**src/sv/ppi_pkg.sv**
```systemverilog
// Shared types, constants, arctangent table and microcode ROM for the pose integrator.
package ppi_pkg;

  localparam int ATAN_ENTRIES = 24;
  localparam int CNT_W        = $clog2(ATAN_ENTRIES);
  localparam int UPC_W        = 5;
  localparam int OP_W         = 4;
  localparam int JC_W         = 3;

  typedef logic [OP_W-1:0]  op_t;
  typedef logic [JC_W-1:0]  jc_t;
  typedef logic [UPC_W-1:0] upc_t;
  typedef logic [CNT_W-1:0] cnt_t;

  // datapath operations
  localparam op_t OP_NOP      = 4'd0;
  localparam op_t OP_LOAD     = 4'd1;
  localparam op_t OP_CORDIC   = 4'd2;
  localparam op_t OP_MUL_VX   = 4'd3;
  localparam op_t OP_MUL_VY   = 4'd4;
  localparam op_t OP_ROUND_P  = 4'd5;
  localparam op_t OP_MUL_PDT  = 4'd6;
  localparam op_t OP_LOAD_POS = 4'd7;
  localparam op_t OP_DIV_STEP = 4'd8;
  localparam op_t OP_POS_X    = 4'd9;
  localparam op_t OP_POS_Y    = 4'd10;
  localparam op_t OP_MUL_WDT  = 4'd11;
  localparam op_t OP_LOAD_HDG = 4'd12;
  localparam op_t OP_HDG      = 4'd13;
  localparam op_t OP_OUT      = 4'd14;

  // jump conditions
  localparam jc_t JC_NEXT        = 3'd0;
  localparam jc_t JC_GOTO        = 3'd1;
  localparam jc_t JC_ACCEPT      = 3'd2;
  localparam jc_t JC_CORDIC_LOOP = 3'd3;
  localparam jc_t JC_DIV_LOOP    = 3'd4;
  localparam jc_t JC_WAIT_OUT    = 3'd5;

  // microprogram addresses
  localparam upc_t S_LOAD   = 5'd0;
  localparam upc_t S_CORDIC = 5'd1;
  localparam upc_t S_MUL_X  = 5'd2;
  localparam upc_t S_RND_X  = 5'd3;
  localparam upc_t S_PDT_X  = 5'd4;
  localparam upc_t S_LD_X   = 5'd5;
  localparam upc_t S_DIV_X  = 5'd6;
  localparam upc_t S_POS_X  = 5'd7;
  localparam upc_t S_MUL_Y  = 5'd8;
  localparam upc_t S_RND_Y  = 5'd9;
  localparam upc_t S_PDT_Y  = 5'd10;
  localparam upc_t S_LD_Y   = 5'd11;
  localparam upc_t S_DIV_Y  = 5'd12;
  localparam upc_t S_POS_Y  = 5'd13;
  localparam upc_t S_MUL_H  = 5'd14;
  localparam upc_t S_LD_H   = 5'd15;
  localparam upc_t S_DIV_H  = 5'd16;
  localparam upc_t S_HDG    = 5'd17;
  localparam upc_t S_OUT    = 5'd18;

  // serial divider: every divisor is reduced to 15625 after a power-of-two shift
  localparam int DIV_W      = 64;
  localparam int DIV_BITS   = 8;
  localparam int DIV_CYCLES = DIV_W / DIV_BITS;
  localparam int DIV_REM_W  = 14;
  localparam logic [DIV_REM_W-1:0] DIV_D = 14'd15625;

  localparam logic [65:0] RND_POS = 66'd128000000;  // half of 256e6
  localparam logic [65:0] RND_HDG = 66'd500000;     // half of 1e6
  localparam int          SH_POS  = 14;             // 256e6 = 2^14 * 15625
  localparam int          SH_HDG  = 6;              // 1e6   = 2^6  * 15625

  localparam logic signed [32:0] CORDIC_GAIN_Q30 = 33'sd652032874;
  localparam logic [15:0]        HEADING_RESET   = 16'h4000;

  typedef struct packed {
    op_t  op;
    jc_t  jc;
    upc_t target;
  } uword_t;

  typedef struct packed {
    op_t  op;
    logic en;
    cnt_t cnt;
  } ppi_ctrl_t;

  typedef struct packed {
    logic signed [31:0] x;
    logic signed [31:0] y;
    logic [15:0]        hdg;
  } ppi_pose_t;

  // atan(2^-i) in units of 2^-32 turn
  function automatic logic [31:0] atan_turn(input cnt_t i);
    logic [31:0] r;
    unique case (i)
      5'd0:    r = 32'h20000000;
      5'd1:    r = 32'h12E4051E;
      5'd2:    r = 32'h09FB385B;
      5'd3:    r = 32'h051111D4;
      5'd4:    r = 32'h028B0D43;
      5'd5:    r = 32'h0145D7E1;
      5'd6:    r = 32'h00A2F61E;
      5'd7:    r = 32'h00517C55;
      5'd8:    r = 32'h0028BE53;
      5'd9:    r = 32'h00145F2F;
      5'd10:   r = 32'h000A2F98;
      5'd11:   r = 32'h000517CC;
      5'd12:   r = 32'h00028BE6;
      5'd13:   r = 32'h000145F3;
      5'd14:   r = 32'h0000A2FA;
      5'd15:   r = 32'h0000517D;
      5'd16:   r = 32'h000028BE;
      5'd17:   r = 32'h0000145F;
      5'd18:   r = 32'h00000A30;
      5'd19:   r = 32'h00000518;
      5'd20:   r = 32'h0000028C;
      5'd21:   r = 32'h00000146;
      5'd22:   r = 32'h000000A3;
      5'd23:   r = 32'h00000051;
      default: r = 32'h00000000;
    endcase
    return r;
  endfunction

  function automatic uword_t uw(input op_t op, input jc_t jc, input upc_t target);
    uword_t w;
    w.op     = op;
    w.jc     = jc;
    w.target = target;
    return w;
  endfunction

  // microcode ROM
  function automatic uword_t ucode(input upc_t a);
    uword_t w;
    unique case (a)
      S_LOAD:   w = uw(OP_LOAD,     JC_ACCEPT,      S_OUT);
      S_CORDIC: w = uw(OP_CORDIC,   JC_CORDIC_LOOP, S_CORDIC);
      S_MUL_X:  w = uw(OP_MUL_VX,   JC_NEXT,        S_LOAD);
      S_RND_X:  w = uw(OP_ROUND_P,  JC_NEXT,        S_LOAD);
      S_PDT_X:  w = uw(OP_MUL_PDT,  JC_NEXT,        S_LOAD);
      S_LD_X:   w = uw(OP_LOAD_POS, JC_NEXT,        S_LOAD);
      S_DIV_X:  w = uw(OP_DIV_STEP, JC_DIV_LOOP,    S_DIV_X);
      S_POS_X:  w = uw(OP_POS_X,    JC_NEXT,        S_LOAD);
      S_MUL_Y:  w = uw(OP_MUL_VY,   JC_NEXT,        S_LOAD);
      S_RND_Y:  w = uw(OP_ROUND_P,  JC_NEXT,        S_LOAD);
      S_PDT_Y:  w = uw(OP_MUL_PDT,  JC_NEXT,        S_LOAD);
      S_LD_Y:   w = uw(OP_LOAD_POS, JC_NEXT,        S_LOAD);
      S_DIV_Y:  w = uw(OP_DIV_STEP, JC_DIV_LOOP,    S_DIV_Y);
      S_POS_Y:  w = uw(OP_POS_Y,    JC_NEXT,        S_LOAD);
      S_MUL_H:  w = uw(OP_MUL_WDT,  JC_NEXT,        S_LOAD);
      S_LD_H:   w = uw(OP_LOAD_HDG, JC_NEXT,        S_LOAD);
      S_DIV_H:  w = uw(OP_DIV_STEP, JC_DIV_LOOP,    S_DIV_H);
      S_HDG:    w = uw(OP_HDG,      JC_NEXT,        S_LOAD);
      S_OUT:    w = uw(OP_OUT,      JC_WAIT_OUT,    S_LOAD);
      default:  w = uw(OP_NOP,      JC_GOTO,        S_LOAD);
    endcase
    return w;
  endfunction

endpackage

```
**src/sv/planar_pose_integrator.sv**
```systemverilog
// Top level of the dead-reckoning pose integrator: handshakes and result register.
//
//  channel | direction | handshake          | payload
//  --------+-----------+--------------------+------------------------------------------
//  in      | to block  | in_valid/in_stall  | start_req, time_now, forward_speed, turn_rate
//  out     | from block| out_valid/out_stall| pos_x, pos_y, heading
//
// A moving item runs from accept until its pose is loaded into the result register:
// the CORDIC loop runs one rotation a cycle, then each axis and the heading pass
// through the shared multiplier and the serial divider. A start item goes from its
// load step straight to the result step. The next item is accepted as soon as the result is loaded.
// rst is synchronous: pose returns to the origin facing a quarter turn, no result pending.
// A stalled result holds its register; only the final load step waits on it.
module planar_pose_integrator import ppi_pkg::*; #(
  parameter int CORDIC_STEPS = 16
) (
  input  logic               clk,
  input  logic               rst,
  input  logic               in_valid,
  output logic               in_stall,
  input  logic               start_req,
  input  logic [31:0]        time_now,
  input  logic signed [15:0] forward_speed,
  input  logic signed [31:0] turn_rate,
  output logic               out_valid,
  input  logic               out_stall,
  output logic signed [31:0] pos_x,
  output logic signed [31:0] pos_y,
  output logic [15:0]        heading
);

  ppi_ctrl_t ctrl;
  ppi_pose_t pose;
  logic      in_fire;
  logic      out_free;
  logic      out_load;

  // an item is taken only while the program sits on its load step
  assign in_stall = rst | (ctrl.op != OP_LOAD);
  assign in_fire  = in_valid & ~in_stall;
  assign out_free = ~out_valid | ~out_stall;
  assign out_load = ctrl.en & (ctrl.op == OP_OUT);

  ppi_sequencer #(
    .CORDIC_STEPS(CORDIC_STEPS)
  ) u_seq (
    .clk      (clk),
    .rst      (rst),
    .in_fire  (in_fire),
    .start_req(start_req),
    .out_free (out_free),
    .ctrl     (ctrl)
  );

  ppi_datapath u_dp (
    .clk          (clk),
    .rst          (rst),
    .ctrl         (ctrl),
    .time_now     (time_now),
    .forward_speed(forward_speed),
    .turn_rate    (turn_rate),
    .pose         (pose)
  );

  // result register
  always_ff @(posedge clk) begin
    if (rst) begin
      out_valid <= 1'b0;
    end else if (out_load) begin
      out_valid <= 1'b1;
    end else if (!out_stall) begin
      out_valid <= 1'b0;
    end
  end

  always_ff @(posedge clk) begin
    if (out_load) begin
      pos_x   <= pose.x;
      pos_y   <= pose.y;
      heading <= pose.hdg;
    end
  end

`ifndef ASSERT_OFF
  a_start_to_out: assert property (@(posedge clk) disable iff (rst)
    in_fire && start_req |=> ctrl.op == OP_OUT)
    else $error("start item did not go straight to result step");
  a_move_to_cordic: assert property (@(posedge clk) disable iff (rst)
    in_fire && !start_req |=> ctrl.op == OP_CORDIC)
    else $error("moving item did not enter the rotation loop");
  a_load_valid: assert property (@(posedge clk) disable iff (rst)
    out_load |=> out_valid)
    else $error("result loaded but not presented");
`endif

endmodule

```
**src/sv/ppi_sequencer.sv**
```systemverilog
// Microcode sequencer: program counter, loop counter and jump logic.
module ppi_sequencer import ppi_pkg::*; #(
  parameter int CORDIC_STEPS = 16
) (
  input  logic      clk,
  input  logic      rst,
  input  logic      in_fire,
  input  logic      start_req,
  input  logic      out_free,
  output ppi_ctrl_t ctrl
);

  localparam int   NSTEPS      = (CORDIC_STEPS > ATAN_ENTRIES) ? ATAN_ENTRIES : CORDIC_STEPS;
  localparam cnt_t CORDIC_LAST = CNT_W'(NSTEPS - 1);
  localparam cnt_t DIV_LAST    = CNT_W'(DIV_CYCLES - 1);

  upc_t   upc;
  upc_t   upc_next;
  cnt_t   cnt;
  cnt_t   cnt_next;
  uword_t word;

  assign word = ucode(upc);

  always_comb begin
    upc_next = upc;
    cnt_next = '0;
    unique case (word.jc)
      JC_NEXT: upc_next = upc + 1'b1;
      JC_GOTO: upc_next = word.target;
      JC_ACCEPT: begin
        if (in_fire) begin
          upc_next = start_req ? word.target : upc + 1'b1;
        end
      end
      JC_CORDIC_LOOP: begin
        if (cnt == CORDIC_LAST) begin
          upc_next = upc + 1'b1;
        end else begin
          upc_next = word.target;
          cnt_next = cnt + 1'b1;
        end
      end
      JC_DIV_LOOP: begin
        if (cnt == DIV_LAST) begin
          upc_next = upc + 1'b1;
        end else begin
          upc_next = word.target;
          cnt_next = cnt + 1'b1;
        end
      end
      JC_WAIT_OUT: begin
        if (out_free) begin
          upc_next = word.target;
        end
      end
      default: upc_next = S_LOAD;
    endcase
  end

  always_ff @(posedge clk) begin
    if (rst) begin
      upc <= S_LOAD;
      cnt <= '0;
    end else begin
      upc <= upc_next;
      cnt <= cnt_next;
    end
  end

  assign ctrl.op  = word.op;
  assign ctrl.cnt = cnt;
  assign ctrl.en  = (word.op == OP_LOAD) ? in_fire :
                    (word.op == OP_OUT)  ? out_free : 1'b1;

`ifndef ASSERT_OFF
  a_cordic_cnt: assert property (@(posedge clk) disable iff (rst)
    word.op == OP_CORDIC |-> cnt <= CORDIC_LAST)
    else $error("cordic step index past last iteration");
  a_div_cnt: assert property (@(posedge clk) disable iff (rst)
    word.op == OP_DIV_STEP |-> cnt <= DIV_LAST)
    else $error("divider step index past last digit group");
`endif

endmodule

```
**src/sv/ppi_datapath.sv**
```systemverilog
// Datapath: pose state, CORDIC rotator, shared multiplier and serial divider.
module ppi_datapath import ppi_pkg::*; (
  input  logic               clk,
  input  logic               rst,
  input  ppi_ctrl_t          ctrl,
  input  logic [31:0]        time_now,
  input  logic signed [15:0] forward_speed,
  input  logic signed [31:0] turn_rate,
  output ppi_pose_t          pose
);

  // pose state
  logic signed [31:0] x_pos;
  logic signed [31:0] y_pos;
  logic [15:0]        hdg;
  logic [31:0]        prev_time;

  // per-item working registers
  logic [31:0]        dt;
  logic signed [15:0] spd;
  logic signed [31:0] rate;
  logic signed [32:0] cx;
  logic signed [32:0] cy;
  logic signed [32:0] z;
  logic               flip;
  logic               neg;
  logic [64:0]        mul_res;
  logic [32:0]        p;
  logic [DIV_W-1:0]   div_num;
  logic [DIV_REM_W-1:0] div_rem;

  logic signed [32:0] shx;
  logic signed [32:0] shy;
  logic signed [32:0] atan_ext;
  logic signed [32:0] z_init;
  logic [15:0]        spd_mag;
  logic [31:0]        rate_mag;
  logic [32:0]        cx_mag;
  logic [32:0]        cy_mag;
  logic [32:0]        mul_a;
  logic [31:0]        mul_b;
  logic [64:0]        mul_prod;
  logic [48:0]        p_round;
  logic [65:0]        rnd_sum;
  logic [DIV_W-1:0]   div_load;
  logic [DIV_W-1:0]   d_num;
  logic [DIV_REM_W-1:0] d_rem;
  logic [DIV_REM_W:0] d_trial;
  logic [15:0]        hq;

  // old position plus or minus a quotient, clamped to the 32-bit range;
  // any quotient of 2^33 or more saturates anyway
  function automatic logic signed [31:0] sat_step(input logic signed [31:0] pos,
                                                  input logic [DIV_W-1:0] q,
                                                  input logic sub);
    logic [32:0]        mag;
    logic signed [34:0] sum;
    logic signed [31:0] r;
    mag = (|q[DIV_W-1:33]) ? {33{1'b1}} : q[32:0];
    sum = sub ? (35'(pos) - $signed({2'b00, mag})) : (35'(pos) + $signed({2'b00, mag}));
    if (sum > 35'sd2147483647) begin
      r = 32'sh7FFFFFFF;
    end else if (sum < -35'sd2147483648) begin
      r = 32'sh80000000;
    end else begin
      r = sum[31:0];
    end
    return r;
  endfunction

  assign shx      = cx >>> ctrl.cnt;
  assign shy      = cy >>> ctrl.cnt;
  assign atan_ext = $signed({1'b0, atan_turn(ctrl.cnt)});

  // heading in the left half plane gets a half turn; the top angle bit then equals hdg[14]
  assign z_init = $signed({hdg[14], hdg[14], hdg[14:0], 16'b0});

  assign spd_mag  = spd[15] ? 16'(-spd) : 16'(spd);
  assign rate_mag = rate[31] ? 32'(-rate) : 32'(rate);
  assign cx_mag   = cx[32] ? 33'(-cx) : 33'(cx);
  assign cy_mag   = cy[32] ? 33'(-cy) : 33'(cy);

  always_comb begin
    unique case (ctrl.op)
      OP_MUL_VX: begin
        mul_a = {17'b0, spd_mag};
        mul_b = cx_mag[31:0];
      end
      OP_MUL_VY: begin
        mul_a = {17'b0, spd_mag};
        mul_b = cy_mag[31:0];
      end
      OP_MUL_PDT: begin
        mul_a = p;
        mul_b = dt;
      end
      OP_MUL_WDT: begin
        mul_a = {1'b0, rate_mag};
        mul_b = dt;
      end
      default: begin
        mul_a = '0;
        mul_b = '0;
      end
    endcase
  end

  assign mul_prod = mul_a * mul_b;
  assign p_round  = mul_res[48:0] + 49'd8192;
  assign rnd_sum  = {1'b0, mul_res} + ((ctrl.op == OP_LOAD_HDG) ? RND_HDG : RND_POS);
  assign div_load = (ctrl.op == OP_LOAD_HDG) ? DIV_W'(rnd_sum[65:SH_HDG])
                                             : DIV_W'(rnd_sum[65:SH_POS]);

  // restoring division by 15625, DIV_BITS quotient bits per cycle
  always_comb begin
    d_num   = div_num;
    d_rem   = div_rem;
    d_trial = '0;
    for (int k = 0; k < DIV_BITS; k++) begin
      d_trial = {d_rem, d_num[DIV_W-1]};
      d_num   = {d_num[DIV_W-2:0], 1'b0};
      if (d_trial >= {1'b0, DIV_D}) begin
        d_rem    = DIV_REM_W'(d_trial - {1'b0, DIV_D});
        d_num[0] = 1'b1;
      end else begin
        d_rem = d_trial[DIV_REM_W-1:0];
      end
    end
  end

  assign hq = div_num[15:0];

  always_ff @(posedge clk) begin
    if (rst) begin
      x_pos     <= '0;
      y_pos     <= '0;
      hdg       <= HEADING_RESET;
      prev_time <= '0;
    end else if (ctrl.en) begin
      unique case (ctrl.op)
        OP_LOAD:  prev_time <= time_now;
        OP_POS_X: x_pos <= sat_step(x_pos, div_num, neg);
        OP_POS_Y: y_pos <= sat_step(y_pos, div_num, neg);
        OP_HDG:   hdg <= rate[31] ? (hdg - hq) : (hdg + hq);
        default: ;
      endcase
    end
  end

  always_ff @(posedge clk) begin
    if (ctrl.en) begin
      unique case (ctrl.op)
        OP_LOAD: begin
          dt   <= time_now - prev_time;
          spd  <= forward_speed;
          rate <= turn_rate;
          cx   <= CORDIC_GAIN_Q30;
          cy   <= '0;
          z    <= z_init;
          flip <= hdg[15] ^ hdg[14];
        end
        OP_CORDIC: begin
          if (!z[32]) begin
            cx <= cx - shy;
            cy <= cy + shx;
            z  <= z - atan_ext;
          end else begin
            cx <= cx + shy;
            cy <= cy - shx;
            z  <= z + atan_ext;
          end
        end
        OP_MUL_VX: begin
          mul_res <= mul_prod;
          neg     <= spd[15] ^ cx[32] ^ flip;
        end
        OP_MUL_VY: begin
          mul_res <= mul_prod;
          neg     <= spd[15] ^ cy[32] ^ flip;
        end
        OP_MUL_PDT, OP_MUL_WDT: mul_res <= mul_prod;
        OP_ROUND_P: p <= p_round[46:14];
        OP_LOAD_POS, OP_LOAD_HDG: begin
          div_num <= div_load;
          div_rem <= '0;
        end
        OP_DIV_STEP: begin
          div_num <= d_num;
          div_rem <= d_rem;
        end
        default: ;
      endcase
    end
  end

  assign pose.x   = x_pos;
  assign pose.y   = y_pos;
  assign pose.hdg = hdg;

`ifndef ASSERT_OFF
  a_hdg_hold: assert property (@(posedge clk) disable iff (rst)
    ctrl.op != OP_HDG |=> $stable(hdg))
    else $error("heading changed outside its update step");
  a_x_hold: assert property (@(posedge clk) disable iff (rst)
    ctrl.op != OP_POS_X |=> $stable(x_pos))
    else $error("x position changed outside its update step");
`endif

endmodule

```
**config.mk**
```make
export PLATFORM = sky130hd
export DESIGN_NAME = planar_pose_integrator
export DESIGN_NICKNAME = d
export VERILOG_FILES = /design/src/sv/ppi_pkg.sv /design/src/sv/planar_pose_integrator.sv /design/src/sv/ppi_sequencer.sv /design/src/sv/ppi_datapath.sv
export SDC_FILE = /design/constraint.sdc
export NUM_CORES = 2
export LEC_CHECK = 0
export BUFFER_PORTS_ARGS = -buffer_cell sky130_fd_sc_hd__buf_2
export CAP_MARGIN = 40
export CELL_PAD_IN_SITES_DETAIL_PLACEMENT = 1
export CELL_PAD_IN_SITES_GLOBAL_PLACEMENT = 2
export CORE_ASPECT_RATIO = 1.5
export CORE_MARGIN = 4
export CORE_UTILIZATION = 41
export CTS_CLUSTER_SIZE = 16
export DETAILED_ROUTE_END_ITERATION = 6
export PLACE_DENSITY_LB_ADDON = 0.1
export SYNTH_ARGS = -nofsm -noshare
export SYNTH_HDL_FRONTEND = slang
export SYNTH_SLANG_ARGS = --single-unit
export TNS_END_PERCENT = 5
```
**constraint.sdc**
```tcl
create_clock -name clk -period 14.41 [get_ports clk]
set_input_delay 3.6025 -clock clk [delete_from_list [all_inputs] [get_ports clk]]
set_output_delay 3.6025 -clock clk [all_outputs]
set_load 0.1 [all_outputs]
```
==> results.cfg <==
[timing]
fmax_ghz = 0.0726
maxSlewHeadroom_pct = 24.6
finalHoldViolCount = 0
rsz0062_at_grt = no
finalClockSkew_ps = 57.8
worst_slew_pin_slew_ps = 1130
fin_tns_setup_ps = 0
slew_violations = 0
setup_ws_ps = 628
min_period_over_period_pct = 95.6
finalSetupViolations = 0
min_period_ps = 13780

[floorplan]
core_area_um2 = 192000
start_util_pct = 41.2
fp.dieW_um = 367
rows = 197
dieArea_um2 = 201000
die_y_um = 547
io-pin-count = 167

[drt]
drt_first_pass_iters = 5
ant_nets = 0
totalWireLength_um = 289000
wire_per_inst_um = 24.6
vias = 66506
drt_iter0_drc = 3855
viasPerCell = 5.67
drc_errors = 0

[global_route]
grt_pass1_vias = 72441
grt_max_degree = 86
overflow = 0
antenna_found_initial = 9
grt_first_pass_wirelength_um = 443000
grt_usage_pct = 28.5

[cells_and_area]
fin_area_um2 = 86400
layout.cells.most_common = nand2_1
drive_gt1_share_pct = 7.79
nets = 10721
final_cell_mix = nand2_1, inv_1, fa_1
area.growth.synth_to_final_pct = 8.99

[worst_setup_path]
crit_path_top_delay_cell = o311ai_0
crit_fanout = 19
critPathLaunchType = register
r2r_start = u_seq.word[10]$_DFF_P_
cpPeakStageDelay_ps = 820
r2r_cells = 42
path_buf_inv = 9
r2r_setup_slack_ps = 630
cp.arrival_ps = 14200
critical_path.top_delay_family = compound AO/OA/AOI/OAI gates
r2r-end = u_dp.mul_res[64]$_DFFE_PP_
end_kind = register
path_common_cell = fa_1
crit_required_ps = 14830
critical_path_class = reg2reg

[clock_tree]
cts_buffers = 77
post_cts_resized = 0
cts-root-buf = clkbuf_16
insertion_delay_ps = 720
clock_path_buffers = 3
clock_sinks = 597
cts_tree = yes
htree_levels = 3
clk_pin_slew_ps = 50
post_cts_buffers = 0
postCtsHoldBufs = 0

[run]
cap_violations = 0

[synth]
ys_types = 128
syn_area_per_cell_um2 = 8.63
synth_cells = 9185
async_flop_share_pct = 0
synth_edf_count = 432
synth_xor_area_share_pct = 6.00
yosysSeqAreaShare_pct = 20.5
synth_ff_type = edfxtp_1
yosys_warnings = 0
synth_top_family_by_area = adder cells
synth-simple-area-share_pct = 17.2
synthAdderAreaFrac_pct = 31.8
synth_area_um2 = 79300
synth.mux.area_fraction_pct = 2.51
ys_ff_latch = 597
synth-compound-area-share_pct = 13.3
syn-num-nets = 10725

[power_and_ir_drop]
leakagePower_nw = 37.9
power.density_nw_per_um2 = 133
peakVddDrop_uv = 104

[placement]
port_buffers = 166
place_ws_ps = 857
gp_congestion = 0.903
post_dp_cell_area_um2 = 83800
post-dp-hpwl_um = 232000

[hold_path]
hold_depth = 0
hold_end = pos_y[0]$_DFFE_PP_
min_from = u_dp.y_pos[0]$_SDFFE_PP0P_
hold_path_class = reg2reg

[outcome]
outcome = finished clean
==> state kept, by name, summed over array words and instances, names as in the netlist, 5 cells and up <==
signal          count
u_dp.div_rem       14
u_dp.hdg           16
u_dp.z             33
u_seq.cnt           5
heading            16
u_dp.mul_res       60
u_dp.div_num       64
u_dp.rate          32
u_dp.dt            32
u_dp.y_pos         32
u_dp.cy            33
u_dp.x_pos         32
pos_y              32
u_seq.word         12
u_seq.upc           5
u_dp.cx            33
u_dp.spd           16
u_dp.prev_time     32
u_dp.p             33
pos_x              32
u_dp.atan_ext      30
==> metrics by stage <==
stage	power, mW	utilization, %	cells	hold slack [ps]
2_1_floorplan	7.00	-	9185	408
4_1_cts	11.5	44.9	11733	438
3_5_place_dp	9.43	43.6	11589	424
5_1_grt	12.2	44.9	11734	447
3_3_place_gp	9.27	43.4	11570	413
6_report	11.5	45.0	11736	434
==> report_power, final <==
group          internal (mW)  switching (mW)  leakage [nW]
sequential              2.22           0.352          5.28
combinational           2.34            4.53          31.3
clock                   1.17           0.854          1.27
==> worst reg2reg max path: cells and delay by family, from the launching register on <==
family | cells | cell delay (ps)
XOR/XNOR | 1 | 130
AO/OA/AOI/OAI | 15 | 4540
flip-flops | 1 | 720
AND/OR/NAND/NOR | 8 | 2310
buffers and inverters | 9 | 1370
adder cells (fa/ha/maj) | 9 | 4460
==> worst max path at each step <==
stage,cells after the start,to,startpoint,slack (ps)
2_1_floorplan,4,u_dp.cx[0]$_SDFFCE_PN0P_,rst,2360
3_3_place_gp,38,u_dp.mul_res[64]$_DFFE_PP_,u_dp.cy[14]$_SDFFCE_PN0P_,900
3_5_place_dp,42,u_dp.mul_res[64]$_DFFE_PP_,u_seq.word[10]$_DFF_P_,860
4_1_cts,42,u_dp.mul_res[64]$_DFFE_PP_,u_seq.word[10]$_DFF_P_,790
5_1_grt,42,u_dp.mul_res[64]$_DFFE_PP_,u_seq.word[10]$_DFF_P_,40
6_report,42,u_dp.mul_res[64]$_DFFE_PP_,u_seq.word[10]$_DFF_P_,630
==> kinds of logic (layout without fill, tap and decap cells) <==
| logic type | count (synthesis) | in the layout |
|---|---|---|
| and+or+nand+nor | 3032 | 3032 |
| adders and majority gates | 1455 | 1455 |
| xor gates and xnor gates | 541 | 541 |
| other | 0 | 3 |
| muxes | 161 | 161 |
| AOI/OAI and AO/OA | 1595 | 1595 |
| DFF | 597 | 597 |
| buffers and inverters | 1804 | 1865 |
==> synth_stat cells (55+ instances only) <==
cell / n / area share [%]
or3_1: 55 / 0.43
and2_1: 136 / 1.1
nand2_1: 1395 / 6.6
a21oi_1: 373 / 2.4
o21bai_1: 71 / 0.67
xor2_1: 249 / 2.8
o31ai_1: 86 / 0.81
o22ai_1: 64 / 0.50
fa_1: 932 / 24
edfxtp_1: 432 / 16
o21a_1: 73 / 0.69
nor2b_1: 77 / 0.61
and3_1: 59 / 0.47
dfxtp_1: 165 / 4.2
ha_1: 523 / 8.3
a21o_1: 57 / 0.54
o21ai_0: 345 / 2.2
clkbuf_1: 397 / 1.9
mux2i_1: 93 / 1.2
xnor2_1: 289 / 3.2
nor3_1: 161 / 1.0
inv_1: 1352 / 6.4
nand2b_1: 59 / 0.47
a211oi_1: 69 / 0.65
nand3_1: 111 / 0.70
nor2_1: 710 / 3.4
a21boi_0: 62 / 0.59
==> area by class of cell <==
cell class | instances | area [um2]
Timing Repair Buffer | 364 | 2470
Tap cell | 2487 | 3110
Clock inverter | 43 | 548
Fill cell | 22580 | 106000
Sequential cell | 597 | 16300
Inverter | 1357 | 5100
Multi-Input combinational cell | 6784 | 56800
Clock buffer | 101 | 2090
Antenna cell | 3 | 7.51
==> routing by layer <==
| layer | vias to the layer above | wire (um) | track usage [%] |
|---|---|---|---|
| met4 | 2 | 12100 | 10.5 |
| met2 | 1526 | 149000 | 52.4 |
| li1 | 30265 | - | - |
| met5 | - | 9 | 0 |
| met3 | 420 | 12100 | 3.30 |
| met1 | 34293 | 116000 | 34.2 |
Power figures use the tool's default switching activity.
